`config.mk`:
```
export PLATFORM = sky130hd
export DESIGN_NAME = triaxial_average_delta_unit_flat
export DESIGN_NICKNAME = d
export VERILOG_FILES = /design/src/tad_pkg.sv /design/src/tad_if.sv /design/src/triaxial_average_delta_unit.sv /design/src/tad_lane.sv /design/src/flat_wrapper.sv
export SDC_FILE = /design/constraint.sdc
export NUM_CORES = 1
export LEC_CHECK = 0
export BUFFER_PORTS_ARGS = -buffer_cell sky130_fd_sc_hd__buf_2
export CAP_MARGIN = 15
export CORE_UTILIZATION = 58
export CTS_CLUSTER_SIZE = 16
export DETAILED_ROUTE_END_ITERATION = 12
export HOLD_SLACK_MARGIN = 0.03
export PLACE_DENSITY = 0.75
export SLEW_MARGIN = 20
export SYNTH_ARGS = -nofsm -noshare
export SYNTH_HDL_FRONTEND = slang
export SYNTH_SLANG_ARGS = --single-unit
```
`constraint.sdc`:
```
create_clock -name clk_i -period 15.15 [get_ports clk_i]
set_clock_uncertainty 0.2 [all_clocks]
set_input_delay 0.7575 -clock clk_i [delete_from_list [all_inputs] [get_ports clk_i]]
set_output_delay 0.7575 -clock clk_i [all_outputs]
set_load 0.02 [all_outputs]
```
`src/tad_pkg.sv`:
```
// shared types and defaults for the triaxial average delta unit
// no dependencies
package tad_pkg;

  localparam int unsigned SampleBitsDef = 10;
  localparam int unsigned MaxWindowDef  = 255;
  localparam int unsigned CfgW          = 8;
  localparam logic [CfgW-1:0] CfgReset  = 8'd1;

  typedef enum logic [1:0] {
    ST_ACC,
    ST_DIV,
    ST_DONE
  } tad_state_e;

  typedef struct packed {
    logic add;
    logic load;
    logic step;
    logic commit;
  } tad_lane_ctl_t;

endpackage

```
`src/tad_if.sv`:
```
// valid/ready channel interfaces for sample sets and results
// depends on tad_pkg
interface tad_in_if import tad_pkg::*; #(
  parameter int unsigned SAMPLE_BITS = SampleBitsDef
);
  logic                   valid;
  logic                   ready;
  logic [SAMPLE_BITS-1:0] sample_x;
  logic [SAMPLE_BITS-1:0] sample_y;
  logic [SAMPLE_BITS-1:0] sample_z;

  modport source (output valid, output sample_x, output sample_y, output sample_z,
                  input ready);
  modport sink (input valid, input sample_x, input sample_y, input sample_z,
                output ready);
endinterface

interface tad_out_if import tad_pkg::*; #(
  parameter int unsigned SAMPLE_BITS = SampleBitsDef
);
  logic                    valid;
  logic                    ready;
  logic [SAMPLE_BITS-1:0]  avg_x;
  logic [SAMPLE_BITS-1:0]  avg_y;
  logic [SAMPLE_BITS-1:0]  avg_z;
  logic signed [SAMPLE_BITS:0] delta_x;
  logic signed [SAMPLE_BITS:0] delta_y;
  logic signed [SAMPLE_BITS:0] delta_z;

  modport source (output valid, output avg_x, output avg_y, output avg_z,
                  output delta_x, output delta_y, output delta_z, input ready);
  modport sink (input valid, input avg_x, input avg_y, input avg_z,
                input delta_x, input delta_y, input delta_z, output ready);
endinterface

```
`src/triaxial_average_delta_unit.sv`:
```
// top level of the triaxial average delta unit: window control, three lanes, result register
// depends on tad_pkg, tad_if and tad_lane
//
// usage
//   smp_i carries one x/y/z sample set per transaction (valid/ready). the first set of
//   each window is a settling read and is dropped; the next sample_count sets are summed.
//   res_o carries one transaction per window: the truncated averages and their signed
//   deltas from the previous window's averages.
//   cfg_we_i/cfg_data_i write sample_count (zero ignored, saturated to MAX_WINDOW);
//   write only while idle.
// timing
//   the set that closes a window starts the three lane dividers, which retire one quotient
//   bit per cycle; the quotient is SAMPLE_BITS + clog2(largest window + 1) bits wide, 18 at
//   default size. the result register then loads once it is free. smp_i is not ready during
//   that time.
// reset
//   sums, window position and previous averages clear, sample_count becomes 1.
// backpressure
//   the result register holds while res_o.ready is low; the next window fills and divides
//   meanwhile, then waits with smp_i not ready until the register frees.
module triaxial_average_delta_unit import tad_pkg::*; #(
  parameter int unsigned SAMPLE_BITS = SampleBitsDef,
  parameter int unsigned MAX_WINDOW  = MaxWindowDef
) (
  input  logic            clk_i,
  input  logic            rst_ni,
  input  logic            cfg_we_i,
  input  logic [CfgW-1:0] cfg_data_i,
  tad_in_if.sink          smp_i,
  tad_out_if.source       res_o
);

  localparam int unsigned WinMax = (MAX_WINDOW < 255) ? MAX_WINDOW : 255;
  localparam int unsigned CntW   = $clog2(WinMax + 1);
  localparam int unsigned SumW   = SAMPLE_BITS + CntW;
  localparam int unsigned StepW  = $clog2(SumW);

  tad_state_e      state_q, state_d;
  logic [CfgW-1:0] cnt_cfg_q, cnt_cfg_d;
  logic [CntW-1:0] pos_q, pos_d;
  logic [CntW-1:0] div_n_q, div_n_d;
  logic [StepW-1:0] step_q, step_d;
  logic            out_valid_q, out_valid_d;
  tad_lane_ctl_t   ctl;
  logic            smp_fire;

  logic [SAMPLE_BITS-1:0]      avg_x, avg_y, avg_z;
  logic signed [SAMPLE_BITS:0] delta_x, delta_y, delta_z;

  logic [SAMPLE_BITS-1:0]      avg_x_q, avg_y_q, avg_z_q;
  logic signed [SAMPLE_BITS:0] delta_x_q, delta_y_q, delta_z_q;

  // sample count register
  always_comb begin
    cnt_cfg_d = cnt_cfg_q;
    if (cfg_we_i && (cfg_data_i != '0)) begin
      if (32'(cfg_data_i) > 32'(MAX_WINDOW)) begin
        cnt_cfg_d = CfgW'(MAX_WINDOW);
      end else begin
        cnt_cfg_d = cfg_data_i;
      end
    end
  end

  assign smp_i.ready = (state_q == ST_ACC);
  assign smp_fire    = smp_i.valid && smp_i.ready;

  always_comb begin
    state_d     = state_q;
    pos_d       = pos_q;
    div_n_d     = div_n_q;
    step_d      = step_q;
    out_valid_d = out_valid_q && !res_o.ready;
    ctl         = '0;
    unique case (state_q)
      ST_ACC: begin
        if (smp_fire) begin
          if (pos_q == '0) begin
            pos_d = CntW'(1);
          end else if (32'(pos_q) < 32'(cnt_cfg_q)) begin
            ctl.add = 1'b1;
            pos_d   = pos_q + CntW'(1);
          end else begin
            ctl.load = 1'b1;
            div_n_d  = pos_q;
            pos_d    = '0;
            step_d   = '0;
            state_d  = ST_DIV;
          end
        end
      end
      ST_DIV: begin
        ctl.step = 1'b1;
        step_d   = step_q + StepW'(1);
        if (step_q == StepW'(SumW - 1)) begin
          state_d = ST_DONE;
        end
      end
      ST_DONE: begin
        if (!out_valid_q || res_o.ready) begin
          ctl.commit  = 1'b1;
          out_valid_d = 1'b1;
          state_d     = ST_ACC;
        end
      end
      default: begin
        state_d = ST_ACC;
      end
    endcase
  end

  always_ff @(posedge clk_i or negedge rst_ni) begin
    if (!rst_ni) begin
      state_q     <= ST_ACC;
      cnt_cfg_q   <= CfgReset;
      pos_q       <= '0;
      step_q      <= '0;
      out_valid_q <= 1'b0;
    end else begin
      state_q     <= state_d;
      cnt_cfg_q   <= cnt_cfg_d;
      pos_q       <= pos_d;
      step_q      <= step_d;
      out_valid_q <= out_valid_d;
    end
  end

  always_ff @(posedge clk_i) begin
    div_n_q <= div_n_d;
    if (ctl.commit) begin
      avg_x_q   <= avg_x;
      avg_y_q   <= avg_y;
      avg_z_q   <= avg_z;
      delta_x_q <= delta_x;
      delta_y_q <= delta_y;
      delta_z_q <= delta_z;
    end
  end

  tad_lane #(.SAMPLE_BITS(SAMPLE_BITS), .MAX_WINDOW(MAX_WINDOW)) u_lane_x (
    .clk_i    (clk_i),
    .rst_ni   (rst_ni),
    .ctl_i    (ctl),
    .sample_i (smp_i.sample_x),
    .div_n_i  (div_n_q),
    .avg_o    (avg_x),
    .delta_o  (delta_x)
  );

  tad_lane #(.SAMPLE_BITS(SAMPLE_BITS), .MAX_WINDOW(MAX_WINDOW)) u_lane_y (
    .clk_i    (clk_i),
    .rst_ni   (rst_ni),
    .ctl_i    (ctl),
    .sample_i (smp_i.sample_y),
    .div_n_i  (div_n_q),
    .avg_o    (avg_y),
    .delta_o  (delta_y)
  );

  tad_lane #(.SAMPLE_BITS(SAMPLE_BITS), .MAX_WINDOW(MAX_WINDOW)) u_lane_z (
    .clk_i    (clk_i),
    .rst_ni   (rst_ni),
    .ctl_i    (ctl),
    .sample_i (smp_i.sample_z),
    .div_n_i  (div_n_q),
    .avg_o    (avg_z),
    .delta_o  (delta_z)
  );

  assign res_o.valid   = out_valid_q;
  assign res_o.avg_x   = avg_x_q;
  assign res_o.avg_y   = avg_y_q;
  assign res_o.avg_z   = avg_z_q;
  assign res_o.delta_x = delta_x_q;
  assign res_o.delta_y = delta_y_q;
  assign res_o.delta_z = delta_z_q;

`ifndef NO_ASSERTIONS
  a_pos_range : assert property (@(posedge clk_i) disable iff (!rst_ni)
    32'(pos_q) <= WinMax)
    else $error("window position beyond largest window");

  a_step_range : assert property (@(posedge clk_i) disable iff (!rst_ni)
    (state_q == ST_DIV) |-> (32'(step_q) < SumW))
    else $error("divider step count overran");

  a_valid_src : assert property (@(posedge clk_i) disable iff (!rst_ni)
    $rose(out_valid_q) |-> $past(state_q == ST_DONE))
    else $error("result raised outside of divider completion");

  a_div_nonzero : assert property (@(posedge clk_i) disable iff (!rst_ni)
    (state_q == ST_DIV) |-> (div_n_q != '0))
    else $error("divider started with zero divisor");
`endif

endmodule

```
`src/tad_lane.sv`:
```
// one axis lane: running sum, serial restoring divider, previous average and delta
// depends on tad_pkg
module tad_lane import tad_pkg::*; #(
  parameter int unsigned SAMPLE_BITS = SampleBitsDef,
  parameter int unsigned MAX_WINDOW  = MaxWindowDef
) (
  input  logic                        clk_i,
  input  logic                        rst_ni,
  input  tad_lane_ctl_t               ctl_i,
  input  logic [SAMPLE_BITS-1:0]      sample_i,
  input  logic [$clog2(((MAX_WINDOW < 255) ? MAX_WINDOW : 255) + 1)-1:0] div_n_i,
  output logic [SAMPLE_BITS-1:0]      avg_o,
  output logic signed [SAMPLE_BITS:0] delta_o
);

  localparam int unsigned WinMax = (MAX_WINDOW < 255) ? MAX_WINDOW : 255;
  localparam int unsigned CntW   = $clog2(WinMax + 1);
  localparam int unsigned SumW   = SAMPLE_BITS + CntW;

  logic [SumW-1:0]        sum_q, sum_d;
  logic [SumW-1:0]        quo_q, quo_d;
  logic [CntW-1:0]        rem_q, rem_d;
  logic [SAMPLE_BITS-1:0] prev_q, prev_d;
  logic [SumW-1:0]        sum_in;
  logic [CntW:0]          rem_shift;
  logic                   fits;

  assign sum_in    = sum_q + SumW'(sample_i);
  assign rem_shift = {rem_q, quo_q[SumW-1]};
  assign fits      = rem_shift >= {1'b0, div_n_i};

  always_comb begin
    sum_d  = sum_q;
    quo_d  = quo_q;
    rem_d  = rem_q;
    prev_d = prev_q;
    if (ctl_i.add) begin
      sum_d = sum_in;
    end
    if (ctl_i.load) begin
      sum_d = '0;
      quo_d = sum_in;
      rem_d = '0;
    end
    if (ctl_i.step) begin
      quo_d = {quo_q[SumW-2:0], fits};
      rem_d = fits ? CntW'(rem_shift - {1'b0, div_n_i}) : rem_shift[CntW-1:0];
    end
    if (ctl_i.commit) begin
      prev_d = avg_o;
    end
  end

  always_ff @(posedge clk_i or negedge rst_ni) begin
    if (!rst_ni) begin
      sum_q  <= '0;
      prev_q <= '0;
    end else begin
      sum_q  <= sum_d;
      prev_q <= prev_d;
    end
  end

  always_ff @(posedge clk_i) begin
    quo_q <= quo_d;
    rem_q <= rem_d;
  end

  assign avg_o   = quo_q[SAMPLE_BITS-1:0];
  assign delta_o = $signed({1'b0, avg_o} - {1'b0, prev_q});

endmodule

```
`src/flat_wrapper.sv`:
```
// flat-port wrapper written by rule: the top's interface ports become plain ports
module triaxial_average_delta_unit_flat import tad_pkg::*;
#(
  parameter int unsigned SAMPLE_BITS = SampleBitsDef,
  parameter int unsigned MAX_WINDOW  = MaxWindowDef
)
  (clk_i, rst_ni, cfg_we_i, cfg_data_i, smp_i_valid, smp_i_sample_x, smp_i_sample_y, smp_i_sample_z, smp_i_ready, res_o_valid, res_o_avg_x, res_o_avg_y, res_o_avg_z, res_o_delta_x, res_o_delta_y, res_o_delta_z, res_o_ready);
  tad_in_if #(.SAMPLE_BITS(SAMPLE_BITS)) smp_i_i ();
  tad_out_if #(.SAMPLE_BITS(SAMPLE_BITS)) res_o_i ();
  input  logic clk_i;
  input  logic rst_ni;
  input  logic cfg_we_i;
  input  logic [CfgW-1:0] cfg_data_i;
  input wire logic [$bits(smp_i_i.valid)-1:0] smp_i_valid;
  input wire logic [$bits(smp_i_i.sample_x)-1:0] smp_i_sample_x;
  input wire logic [$bits(smp_i_i.sample_y)-1:0] smp_i_sample_y;
  input wire logic [$bits(smp_i_i.sample_z)-1:0] smp_i_sample_z;
  output wire logic [$bits(smp_i_i.ready)-1:0] smp_i_ready;
  output wire logic [$bits(res_o_i.valid)-1:0] res_o_valid;
  output wire logic [$bits(res_o_i.avg_x)-1:0] res_o_avg_x;
  output wire logic [$bits(res_o_i.avg_y)-1:0] res_o_avg_y;
  output wire logic [$bits(res_o_i.avg_z)-1:0] res_o_avg_z;
  output wire logic [$bits(res_o_i.delta_x)-1:0] res_o_delta_x;
  output wire logic [$bits(res_o_i.delta_y)-1:0] res_o_delta_y;
  output wire logic [$bits(res_o_i.delta_z)-1:0] res_o_delta_z;
  input wire logic [$bits(res_o_i.ready)-1:0] res_o_ready;
  assign smp_i_i.valid = smp_i_valid;
  assign smp_i_i.sample_x = smp_i_sample_x;
  assign smp_i_i.sample_y = smp_i_sample_y;
  assign smp_i_i.sample_z = smp_i_sample_z;
  assign smp_i_ready = smp_i_i.ready;
  assign res_o_valid = res_o_i.valid;
  assign res_o_avg_x = res_o_i.avg_x;
  assign res_o_avg_y = res_o_i.avg_y;
  assign res_o_avg_z = res_o_i.avg_z;
  assign res_o_delta_x = res_o_i.delta_x;
  assign res_o_delta_y = res_o_i.delta_y;
  assign res_o_delta_z = res_o_i.delta_z;
  assign res_o_i.ready = res_o_ready;
  triaxial_average_delta_unit #(.SAMPLE_BITS(SAMPLE_BITS), .MAX_WINDOW(MAX_WINDOW)) u_core (.clk_i(clk_i), .rst_ni(rst_ni), .cfg_we_i(cfg_we_i), .cfg_data_i(cfg_data_i), .smp_i(smp_i_i), .res_o(res_o_i));
endmodule
```
==> summary.txt <==
Floorplan
  • Die area: 0.0251 mm2
  • Core footprint: 0.0238 mm2
  • I/O pin total: 108
  • Die Width: 158 um
  • Row count: 56
  • Initial core utilization: 59.7%
  • Die H: 158 um

Critical path
  • CP startpoint: u_core.pos_q[7]
  • Required time worst endpoint: 15100 ps
  • Crit path max fanout: 60
  • Bufs and invs on worst path: 1
  • CP Cell Sequence: ha_1 -> nand2_1 -> nor3_2 -> a211oi_1 -> nor2_4 -> buf_4
  • Data arrival, critical path: 3380 ps
  • Setup crit end kind: flop
  • CP peak stage delay: 790 ps
  • Startpoint Class: flop
  • Crit-path leading delay family: simple AND/OR/NAND/NOR gates
  • Critical path type: flop to flop
  • Slowest CP cell: buf_4
  • Critical R2R Launch: u_core.pos_q[7]

Detailed routing
  • WL per Instance: 16.5 um
  • Via count: 10.4k
  • Residual DRC count: 0
  • Drt first pass iters: 5
  • DRT iter0 DRCs: 659
  • Final WL: 29600 um
  • Final ANT Viol Nets: 0
  • Vias per cell: 5.80

STA
  • Final worst-path cycle share: 22.6%
  • Unrepaired setup endpoints after global routing: no
  • Setup TNS: 0 ps
  • Worst slew margin: 34.5%
  • Fmax: 291 MHz
  • Worst Setup Slack, final: 11720 ps
  • Min Tclk post-route: 3430 ps
  • Pin slew with the least headroom to its limit: 983 ps
  • Setup-failing EPs final: 0
  • Slew Limit Fails: 0
  • Final hold vios: 0

Clock network
  • Setup bufs post-CTS: 0
  • CTS hold repair buffers: 0
  • Post_cts resized: 0
  • Worst-path clk slew: 60 ps
  • CTS max path bufs: 3
  • # H-tree levels: 1
  • Clock Tree Root: clkbuf_16
  • CTS tree: done
  • TritonCTS Buffers: 28
  • Clk sink count: 257
  • Clk_lat worst skew: 550 ps

Logic synthesis
  • Seq/Total Area, Yosys: 50.6%
  • Mapped Area: 0.0142 mm2
  • Synth area leaders: edfxtp_1 (32%), dfrtp_1 (19%), ha_1 (8.4%), nand2_1 (4.9%), o21ai_0 (3.5%)
  • Synthesis-stage register bit count: 257
  • Syn_area_per_cell: 10.5 um2
  • Yosys top cell area share: 31.5%
  • Synth Flop Type: edfxtp_1
  • Mapped Nets: 1496
  • Area leader, netlist: edfxtp_1
  • Yosys Warn Count: 0
  • Async SR Flop Fraction: 42.0%
  • Synthesized instance count: 1349
  • Distinct cell type count after synthesis: 76
  • EDFF count, synth: 149

Power
  • Pwr per Cell Area: 195 mW/mm2
  • Seq pwr share: 36.1%
  • Max VDD drop: 0.159 mV
  • LEAKAGE: 0.00665 uW
  • Psw: 1180 uW
  • Sw frac: 38.0%
  • Clock share of power: 21.8%
  • Int Power: 1940 uW
  • Logic gate share of total power: 42.1%
  • Overall Power: 3120 uW

Layout
  • Most frequent cells in the layout: nand2_1 (186), edfxtp_1 (149), dfrtp_1 (107), buf_2 (106), o21ai_0 (99)
  • Fin cells: 1795
  • Nets: 1601
  • ANT cells: 0
  • Footprint of the multi-input gates: 0.00652 mm2
  • Commonest non-fill, non-tap cell in the layout: nand2_1
  • Register area: 0.00718 mm2
  • Fillers: 1851
  • Area Growth Syn to Fin: 12.5%
  • Fraction of layout cells with a size suffix above 1: 14.4%

GRT
  • Antenna violations before repair: 0
  • GRT Util Overall: 24.6%
  • Total grt overflow: 0
  • First-pass GRT wire length: 49200 um
  • Vias in the first global route: 10.2k
  • Largest net degree at the start of global routing: 93

Placement
  • Pre-CTS WS: 11740 ps
  • Post-DP HPWL: 19500 um
  • Dpl cells: 1743
  • Final Wtd Congestion: 0.820
  • Port buffer count: 107

Status
  • Outcome: finished, final reports clean

Min path
  • Hold Crit Class: input port to async pin

Flow run
  • Max Cap Violations: 0
flip-flops by register name, indices dropped and copies added (netlist names), 10 cells and up:
signal                  cells
u_core.u_lane_x.sum_q      18
u_core.u_lane_y.prev_q     10
u_core.u_lane_x.prev_q     10
u_core.u_lane_z.prev_q     10
u_core.u_lane_z.quo_q      18
u_core.u_lane_x.quo_q      18
u_core.res_o.delta_x       11
u_core.res_o.avg_z         10
u_core.u_lane_y.sum_q      18
u_core.u_lane_y.quo_q      18
u_core.u_lane_z.sum_q      18
u_core.res_o.avg_x         10
u_core.res_o.avg_y         10
u_core.res_o.delta_z       11
u_core.res_o.delta_y       11
Yosys cell counts, drive strengths merged (10+ instances only):
cell    instances
o211ai         13
o21a           19
nand2         187
or3            10
nor3           16
nor2           75
ha             95
mux2i          13
a21oi          60
o21ai         148
clkbuf         30
nand3          35
nor2b          21
xor2           22
xnor2          47
buf            13
a211oi         15
o31ai          13
nand4          10
inv            87
dfrtp         107
nand2b         13
a21o           18
or4            12
edfxtp        149
o31a           10
routing by layer:
layer | part of all wire (%) | GRT usage (%) | up-vias | wire, um
met5 | 0 | 0 | - | 0
met4 | 1.9 | 5.77 | 0 | 549
met1 | 46 | 33.8 | 5016 | 13500
met2 | 48 | 41.4 | 267 | 14100
li1 | - | - | 5092 | -
met3 | 4.7 | 3.18 | 42 | 1400
through the flow:
stage | area [um2] | util [%] | hold WS [ps]
2_1_floorplan | 14200 | - | 236
3_3_place_gp | 15000 | 63.3 | 252
4_1_cts | 16000 | 67.2 | 97.2
5_1_grt | 16000 | 67.2 | 128
6_report | 16000 | 67.2 | 61.1
3_5_place_dp | 15000 | 63.3 | 253
power groups by stage:
stage	combinational [uW]	clock (uW)	sequential, uW
floorplan	1030	0	1110
global placement	1260	0	1130
detailed placement	1310	0	1140
CTS	1320	692	1130
global route	1480	716	1150
finish	1310	680	1130
cell type report:
class | count | area share, %
clock inverters | 6 | 0.337
well taps | 319 | 2.50
multi-input cells | 962 | 40.8
flip-flops and latches | 257 | 45.0
inverters | 87 | 2.05
repair buffers | 118 | 3.89
clock buffers | 46 | 5.45
path summary, 6_finish.rpt:
path	slack, ps	end	cells after the start
hold reg to reg	270	u_core.u_lane_x.sum_q[3]	2
setup / recovery	11720	u_core.u_lane_y.quo_q[2]	6
min in group clk_i	220	u_core.cnt_cfg_q[4]	3
max in group asynchronous	13410	u_core.u_lane_x.sum_q[5]	2
setup reg to reg	11720	u_core.u_lane_y.quo_q[2]	6
hold / removal	60	u_core.cnt_cfg_q[4]	1
kinds of logic (layout without fill, tap and decap cells):
| family | after synthesis | count (layout) | synth area share, % |
|---|---|---|---|
| xor+xnor | 69 | 69 | 4.26 |
| simple gates | 413 | 413 | 13.6 |
| fa+ha+maj | 104 | 104 | 9.65 |
| buf+inv | 130 | 257 | 3.70 |
| flops | 257 | 257 | 50.6 |
| mux | 21 | 21 | 1.55 |
| compound gates | 355 | 355 | 16.6 |
Note: power is estimated with default switching activity, not from simulation.
